**config.mk**
```make
export PLATFORM = sky130hd
export DESIGN_NAME = trial_division_prime_test_top_flat
export DESIGN_NICKNAME = d
export VERILOG_FILES = /design/src/sv/tdpt_pkg.sv /design/src/sv/tdpt_if.sv /design/src/sv/tdpt_rem_unit.sv /design/src/sv/trial_division_prime_test_top.sv /design/src/flat_wrapper.sv
export SDC_FILE = /design/constraint.sdc
export NUM_CORES = 1
export LEC_CHECK = 0
export BUFFER_PORTS_ARGS = -buffer_cell sky130_fd_sc_hd__buf_2
export CAP_MARGIN = 25
export CORE_MARGIN = 1
export CORE_UTILIZATION = 35
export CTS_CLUSTER_SIZE = 28
export DETAILED_ROUTE_END_ITERATION = 10
export PLACE_DENSITY = 0.56
export SLEW_MARGIN = 20
export SYNTH_ARGS = -nofsm -noshare
export SYNTH_HDL_FRONTEND = slang
export SYNTH_SLANG_ARGS = --single-unit
```
**constraint.sdc**
```tcl
create_clock -name clk -period 14.8 [get_ports clk]
set_clock_uncertainty 0.15 [all_clocks]
set_input_delay 1.48 -clock clk [delete_from_list [all_inputs] [get_ports clk]]
set_output_delay 1.48 -clock clk [all_outputs]
set_load 0.1 [all_outputs]
```
**src/sv/tdpt_pkg.sv**
```systemverilog
// Package for the trial-division prime test block.
// Holds shared constants and the request/response structs of the remainder unit.
// No dependencies.
`default_nettype none

package tdpt_pkg;

    // Default width of the candidate value.
    localparam int DEFAULT_VALUE_WIDTH = 31;

    // The only even prime, and the first odd trial divisor.
    localparam int EVEN_PRIME    = 2;
    localparam int FIRST_DIVISOR = 3;
    localparam int DIVISOR_STEP  = 2;

    // Start request to the remainder unit.
    typedef struct packed {
        logic start;
    } rem_req_t;

    // Completion report from the remainder unit.
    typedef struct packed {
        logic done;
        logic zero;
    } rem_rsp_t;

endpackage

`default_nettype wire

```
**src/sv/tdpt_if.sv**
```systemverilog
// Handshake channels of the trial-division prime test block.
// One interface for the candidate beat and one for the result beat; depends on tdpt_pkg.
`default_nettype none

interface tdpt_query_if
    import tdpt_pkg::*;
#(
    parameter int VALUE_WIDTH = DEFAULT_VALUE_WIDTH
);
    logic                   valid;
    logic                   ready;
    logic [VALUE_WIDTH-1:0] candidate;

    modport source (output valid, output candidate, input ready);
    modport sink   (input valid, input candidate, output ready);
endinterface

interface tdpt_answer_if;
    logic valid;
    logic ready;
    logic is_prime;

    modport source (output valid, output is_prime, input ready);
    modport sink   (input valid, input is_prime, output ready);
endinterface

`default_nettype wire

```
**src/sv/tdpt_rem_unit.sv**
```systemverilog
// Bit-serial restoring remainder unit: one quotient bit per cycle.
// Depends on tdpt_pkg for the request and response structs.
`default_nettype none

module tdpt_rem_unit
    import tdpt_pkg::*;
#(
    parameter int VALUE_WIDTH = DEFAULT_VALUE_WIDTH
) (
    input  wire logic                   clk,
    input  wire logic                   rst_n,
    input  wire rem_req_t               req,
    input  wire logic [VALUE_WIDTH-1:0] dividend,
    input  wire logic [VALUE_WIDTH-1:0] divisor,
    output rem_rsp_t                    rsp
);

    localparam int CNT_W = $clog2(VALUE_WIDTH + 1);

    logic                   busy_reg, busy_next;
    logic                   done_reg, done_next;
    logic [CNT_W-1:0]       cnt_reg, cnt_next;
    logic [VALUE_WIDTH-1:0] rem_reg, rem_next;
    logic [VALUE_WIDTH-1:0] dvd_reg, dvd_next;
    logic [VALUE_WIDTH-1:0] dsr_reg, dsr_next;

    logic [VALUE_WIDTH:0]   trial;
    logic [VALUE_WIDTH+1:0] diff;

    // Shift the next dividend bit into the partial remainder and try a subtract.
    assign trial = {rem_reg, dvd_reg[VALUE_WIDTH-1]};
    assign diff  = {1'b0, trial} - {2'b00, dsr_reg};

    always_comb
    begin
        busy_next = busy_reg;
        done_next = 1'b0;
        cnt_next  = cnt_reg;
        rem_next  = rem_reg;
        dvd_next  = dvd_reg;
        dsr_next  = dsr_reg;
        if (req.start)
        begin
            busy_next = 1'b1;
            cnt_next  = CNT_W'(VALUE_WIDTH);
            rem_next  = '0;
            dvd_next  = dividend;
            dsr_next  = divisor;
        end
        else if (busy_reg)
        begin
            // The partial remainder stays below the divisor, so it fits the value width.
            if (diff[VALUE_WIDTH+1])
            begin
                rem_next = trial[VALUE_WIDTH-1:0];
            end
            else
            begin
                rem_next = diff[VALUE_WIDTH-1:0];
            end
            dvd_next = {dvd_reg[VALUE_WIDTH-2:0], 1'b0};
            cnt_next = cnt_reg - CNT_W'(1);
            if (cnt_reg == CNT_W'(1))
            begin
                busy_next = 1'b0;
                done_next = 1'b1;
            end
        end
    end

    always_ff @(posedge clk or negedge rst_n)
    begin
        if (!rst_n)
        begin
            busy_reg <= 1'b0;
            done_reg <= 1'b0;
            cnt_reg  <= '0;
        end
        else
        begin
            busy_reg <= busy_next;
            done_reg <= done_next;
            cnt_reg  <= cnt_next;
        end
    end

    always_ff @(posedge clk)
    begin
        rem_reg <= rem_next;
        dvd_reg <= dvd_next;
        dsr_reg <= dsr_next;
    end

    assign rsp.done = done_reg;
    assign rsp.zero = (rem_reg == '0);

endmodule

`default_nettype wire

```
**src/sv/trial_division_prime_test_top.sv**
```systemverilog
// Trial-division prime test. Values below 3 and even values are decided without
// trial division; other values try odd divisors, up to sqrt(candidate)/2 of them,
// each one through the bit-serial remainder unit. One candidate at a time; a new
// beat is taken while the previous result waits. Asynchronous active-low reset
// empties the block.
//
// Depends on tdpt_pkg, tdpt_if and tdpt_rem_unit.
`default_nettype none

module trial_division_prime_test_top
    import tdpt_pkg::*;
#(
    parameter int VALUE_WIDTH = DEFAULT_VALUE_WIDTH
) (
    input  wire logic clk,
    input  wire logic rst_n,
    tdpt_query_if.sink  query,
    tdpt_answer_if.source answer
);

    // The candidate is held in n_reg. Odd divisors d = 3, 5, 7, ... are tried
    // while d*d <= n. The square is tracked incrementally as
    // (d+2)^2 = d^2 + 4d + 4, so no multiplier is needed. For every divisor the
    // shared remainder unit computes n mod d; a zero remainder stops the search
    // with a composite verdict.

    localparam int SQ_W = VALUE_WIDTH + 2;

    typedef enum logic [3:0] {
        ST_IDLE  = 4'b0001,
        ST_CHECK = 4'b0010,
        ST_DIV   = 4'b0100,
        ST_DONE  = 4'b1000
    } state_t;

    state_t                 state_reg, state_next;
    logic [VALUE_WIDTH-1:0] n_reg, n_next;
    logic [VALUE_WIDTH-1:0] d_reg, d_next;
    logic [SQ_W-1:0]        sq_reg, sq_next;
    logic                   verdict_reg, verdict_next;
    logic                   out_valid_reg, out_valid_next;
    logic                   out_prime_reg, out_prime_next;

    logic     in_beat;
    logic     out_free;
    rem_req_t rem_req;
    rem_rsp_t rem_rsp;

    // The result register is free when empty or when its beat leaves this cycle.
    assign out_free = !out_valid_reg || answer.ready;
    assign in_beat  = query.valid && (state_reg == ST_IDLE);

    always_comb
    begin
        state_next     = state_reg;
        n_next         = n_reg;
        d_next         = d_reg;
        sq_next        = sq_reg;
        verdict_next   = verdict_reg;
        out_valid_next = out_valid_reg;
        out_prime_next = out_prime_reg;
        rem_req.start  = 1'b0;

        if (out_valid_reg && answer.ready)
        begin
            out_valid_next = 1'b0;
        end

        case (state_reg)
            ST_IDLE:
            begin
                if (in_beat)
                begin
                    n_next  = query.candidate;
                    d_next  = VALUE_WIDTH'(FIRST_DIVISOR);
                    sq_next = SQ_W'(FIRST_DIVISOR * FIRST_DIVISOR);
                    if (query.candidate < VALUE_WIDTH'(FIRST_DIVISOR))
                    begin
                        // Zero and one are not prime; two is.
                        verdict_next = (query.candidate == VALUE_WIDTH'(EVEN_PRIME));
                        state_next   = ST_DONE;
                    end
                    else if (!query.candidate[0])
                    begin
                        verdict_next = 1'b0;
                        state_next   = ST_DONE;
                    end
                    else
                    begin
                        state_next = ST_CHECK;
                    end
                end
            end
            ST_CHECK:
            begin
                if (sq_reg > {2'b00, n_reg})
                begin
                    // No divisor up to the square root divides the value.
                    verdict_next = 1'b1;
                    state_next   = ST_DONE;
                end
                else
                begin
                    rem_req.start = 1'b1;
                    state_next    = ST_DIV;
                end
            end
            ST_DIV:
            begin
                if (rem_rsp.done)
                begin
                    if (rem_rsp.zero)
                    begin
                        verdict_next = 1'b0;
                        state_next   = ST_DONE;
                    end
                    else
                    begin
                        sq_next    = sq_reg + (SQ_W'(d_reg) << 2) + SQ_W'(4);
                        d_next     = d_reg + VALUE_WIDTH'(DIVISOR_STEP);
                        state_next = ST_CHECK;
                    end
                end
            end
            ST_DONE:
            begin
                if (out_free)
                begin
                    out_valid_next = 1'b1;
                    out_prime_next = verdict_reg;
                    state_next     = ST_IDLE;
                end
            end
            default:
            begin
                state_next = ST_IDLE;
            end
        endcase
    end

    always_ff @(posedge clk or negedge rst_n)
    begin
        if (!rst_n)
        begin
            state_reg     <= ST_IDLE;
            out_valid_reg <= 1'b0;
        end
        else
        begin
            state_reg     <= state_next;
            out_valid_reg <= out_valid_next;
        end
    end

    always_ff @(posedge clk)
    begin
        n_reg         <= n_next;
        d_reg         <= d_next;
        sq_reg        <= sq_next;
        verdict_reg   <= verdict_next;
        out_prime_reg <= out_prime_next;
    end

    tdpt_rem_unit #(
        .VALUE_WIDTH (VALUE_WIDTH)
    ) u_rem (
        .clk      (clk),
        .rst_n    (rst_n),
        .req      (rem_req),
        .dividend (n_reg),
        .divisor  (d_reg),
        .rsp      (rem_rsp)
    );

    assign query.ready     = (state_reg == ST_IDLE);
    assign answer.valid    = out_valid_reg;
    assign answer.is_prime = out_prime_reg;

endmodule

`default_nettype wire

```
**src/flat_wrapper.sv**
```systemverilog
// flat-port wrapper written by rule: the top's interface ports become plain ports
module trial_division_prime_test_top_flat import tdpt_pkg::*;
#(
    parameter int VALUE_WIDTH = DEFAULT_VALUE_WIDTH
)
  (clk, rst_n, query_valid, query_candidate, query_ready, answer_valid, answer_is_prime, answer_ready);
  tdpt_query_if #(.VALUE_WIDTH(VALUE_WIDTH)) query_i ();
  tdpt_answer_if answer_i ();
  input  wire logic clk;
  input  wire logic rst_n;
  input wire logic [$bits(query_i.valid)-1:0] query_valid;
  input wire logic [$bits(query_i.candidate)-1:0] query_candidate;
  output wire logic [$bits(query_i.ready)-1:0] query_ready;
  output wire logic [$bits(answer_i.valid)-1:0] answer_valid;
  output wire logic [$bits(answer_i.is_prime)-1:0] answer_is_prime;
  input wire logic [$bits(answer_i.ready)-1:0] answer_ready;
  assign query_i.valid = query_valid;
  assign query_i.candidate = query_candidate;
  assign query_ready = query_i.ready;
  assign answer_valid = answer_i.valid;
  assign answer_is_prime = answer_i.is_prime;
  assign answer_i.ready = answer_ready;
  trial_division_prime_test_top #(.VALUE_WIDTH(VALUE_WIDTH)) u_core (.clk(clk), .rst_n(rst_n), .query(query_i), .answer(answer_i));
endmodule
```
==> results.py <==
metrics = {
    "run_status": {
        "status": "complete, no violations",
    },
    "yosys": {
        "synth_area_leader_cell": "edfxtp_1",
        "muxShareOfSynthArea": 0,
        "synth_xor_area_frac": 0.0523,
        "synth_edf_count": 154,
        "synth_nets": 1342,
        "yosys.cell_count.top_type": "edfxtp_1",
        "synth_area_um2": 12100,
        "synth_cells": 1187,
        "synthTopCellsByArea": "edfxtp_1 (38%), ha_1 (12%), dfxtp_1 (5.1%)",
        "synth_adder_area_share": 0.126,
        "ys_seq_elements": 197,
        "synth_seq_area_share": 0.460,
        "synth_top_family_by_area": "compound AO/OA/AOI/OAI gates",
        "ys_types": 74,
        "yosys_warnings": 0,
        "syn_area_per_cell_um2": 10.2,
        "synthSimpleGateAreaFrac": 0.156,
        "ys_top_cells_by_count": "edfxtp_1 (154), nand2_1 (129), ha_1 (118)",
        "async_reset_ff_frac": 0.0609,
        "synth_compound_area_frac": 0.168,
        "synth_top_area_share": 0.383,
        "yosys_most_used_dff": "edfxtp_1",
    },
    "floorplanning": {
        "fp.dieH_um": 188,
        "rows": 67,
        "dieWidth_um": 188,
        "core_area_um2": 33700,
        "ios": 38,
        "die-area_um2": 35200,
        "start_util": 0.358,
    },
    "placement": {
        "portBuffers": 37,
        "dpl.cell_count": 1646,
        "hpwl_um": 20500,
        "place.gp.congestion": 0.857,
    },
    "critical_path": {
        "crit_required_ns": 14.82,
        "crit_type": "flop to flop",
        "reg2reg_slack_ns": 10.91,
        "endpoint_kind": "flop",
        "start_kind": "flop",
        "crit_fanout": 5,
        "critPathArrivalTime_ns": 3.90,
    },
    "sta": {
        "tightest_slew_ns": 0.967,
        "min_period_over_period": 0.263,
        "fmax_mhz": 257,
        "slew_headroom": 0.353,
        "setup_viol_count_final": 0,
        "fin_tns_setup_ns": 0,
        "period_minus_slack_ns": 3.89,
        "finalHoldViolCount": 0,
        "rsz0062_at_grt": "false",
        "final_max_slew_viol_count": 0,
    },
    "layout": {
        "diodes": 0,
        "final_cells": 1678,
        "layout-drive-gt1-share": 0.0797,
        "area_growth_pct": 10.3,
        "finalNetCount": 1372,
        "fin_util": 0.395,
        "nFillCells": 3347,
    },
    "grt": {
        "overflow": 0,
        "antenna_found_initial": 0,
        "grt_usage": 0.162,
        "grt_max_degree": 102,
        "grt_pass1_vias": 8758,
        "grt_pass1_wl_um": 45500,
    },
    "clock_network": {
        "cts.path.max_buffers": 2,
        "postCtsSetupRepairBufs": 0,
        "cts_max_level": 4,
        "clk_latency_ns": 0.43,
        "clock_sinks": 197,
        "cts_tree": "built",
        "postCtsHoldBufs": 0,
        "cts_buffers": 17,
        "root_buffer": "clkbuf_16",
        "cts_resized": 0,
        "clk_pin_slew_ns": 0.07,
    },
    "route": {
        "drt_pass1_iterations": 5,
        "wl_um": 27800,
        "wl_met2_um": 12700,
        "top_layer_used": "met4",
        "wl_met1_um": 13600,
        "final_antenna_net_count": 0,
        "post-route-drc-count": 0,
        "wl_met3_um": 882,
        "drt_iter0_drc": 482,
        "vias": 8896,
        "via_per_inst": 5.30,
        "wire_per_inst_um": 16.6,
    },
    "power": {
        "peakVddDrop_v": 0.0000986,
        "p_leak_nw": 5.42,
        "fin_total_pwr_mw": 3.01,
        "powerDensity_nw_per_um2": 226,
    },
    "min_path": {
        "min_path_type": "flop to flop",
    },
    "flow_run": {
        "maxCapViolations": 0,
    },
}
## critical path: stages (launching register included)
cell	delay, ns
edfxtp_1	0.47
ha_1	0.39
fa_1	0.51
a211oi_1	0.23
nor2_1	0.13
o311ai_0	0.66
a211oi_1	0.32
o2111ai_1	0.35
a21oi_1	0.14
nor3_1	0.19
nor3b_1	0.07
## report_power, final
part           switching (mW)  total (mW)  internal, mW
Sequential              0.182        1.02         0.833
Clock                   0.208       0.457         0.249
Combinational           0.909        1.53         0.625
## cell usage in the layout, fill, tap and decap left out, types with 32 or more instances in the layout
master | Yosys | layout
nand2_1 | 129 | 129
nor2_1 | 78 | 77
ha_1 | 118 | 118
a21o_1 | 36 | 36
buf_2 | 7 | 37
edfxtp_1 | 154 | 154
inv_1 | 71 | 71
xnor2_1 | 32 | 32
o21ai_0 | 83 | 83
xor2_1 | 40 | 40
a21oi_1 | 67 | 67
## cells by family after synthesis
kind of cell,after synthesis
compound gates,309
fa+ha+maj,120
flops,197
xor+xnor,72
simple gates,380
buf+inv,109
## final timing paths
check,from,endpoint,cells past startpoint
min in group asynchronous,rst_n,u_core.state_reg[1],1
worst max-delay path,u_core.d_reg[1],u_core.sq_reg[31],10
worst max register to register,u_core.d_reg[1],u_core.sq_reg[31],10
worst min register to register,u_core.u_rem.rem_reg[3],u_core.u_rem.rem_reg[4],2
max in group asynchronous,rst_n,u_core.state_reg[0],1
worst min-delay path,u_core.u_rem.rem_reg[3],u_core.u_rem.rem_reg[4],2
## cell type report
type                            count  area (um^2)  area share
Clock buffer                       19          433      0.0325
Timing Repair Buffer               48          268      0.0201
Tap cell                          448          561      0.0421
Sequential cell                   197         5550       0.417
Inverter                           72          270      0.0203
Clock inverter                     13          131     0.00987
Multi-Input combinational cell    881         6100       0.458
## metal layers
layer	vias up	track usage
li1	4473	-
met1	4249	0.221
met2	143	0.263
met3	31	0.0228
met4	0	0.0566
met5	-	0
## metrics by stage
| stage | instance area, um^2 | hold WS (ns) | worst slack [ns] |
|---|---|---|---|
| 3_3_place_gp | 12700 | 0.347 | 10.73 |
| 4_1_cts | 13300 | 0.363 | 10.90 |
| 5_1_grt | 13300 | 0.376 | 10.60 |
| 2_1_floorplan | 12100 | 0.250 | 5.40 |
| 3_5_place_dp | 12700 | 0.353 | 10.63 |
| 6_report | 13300 | 0.361 | 10.91 |
Power figures use the tool's default switching activity.
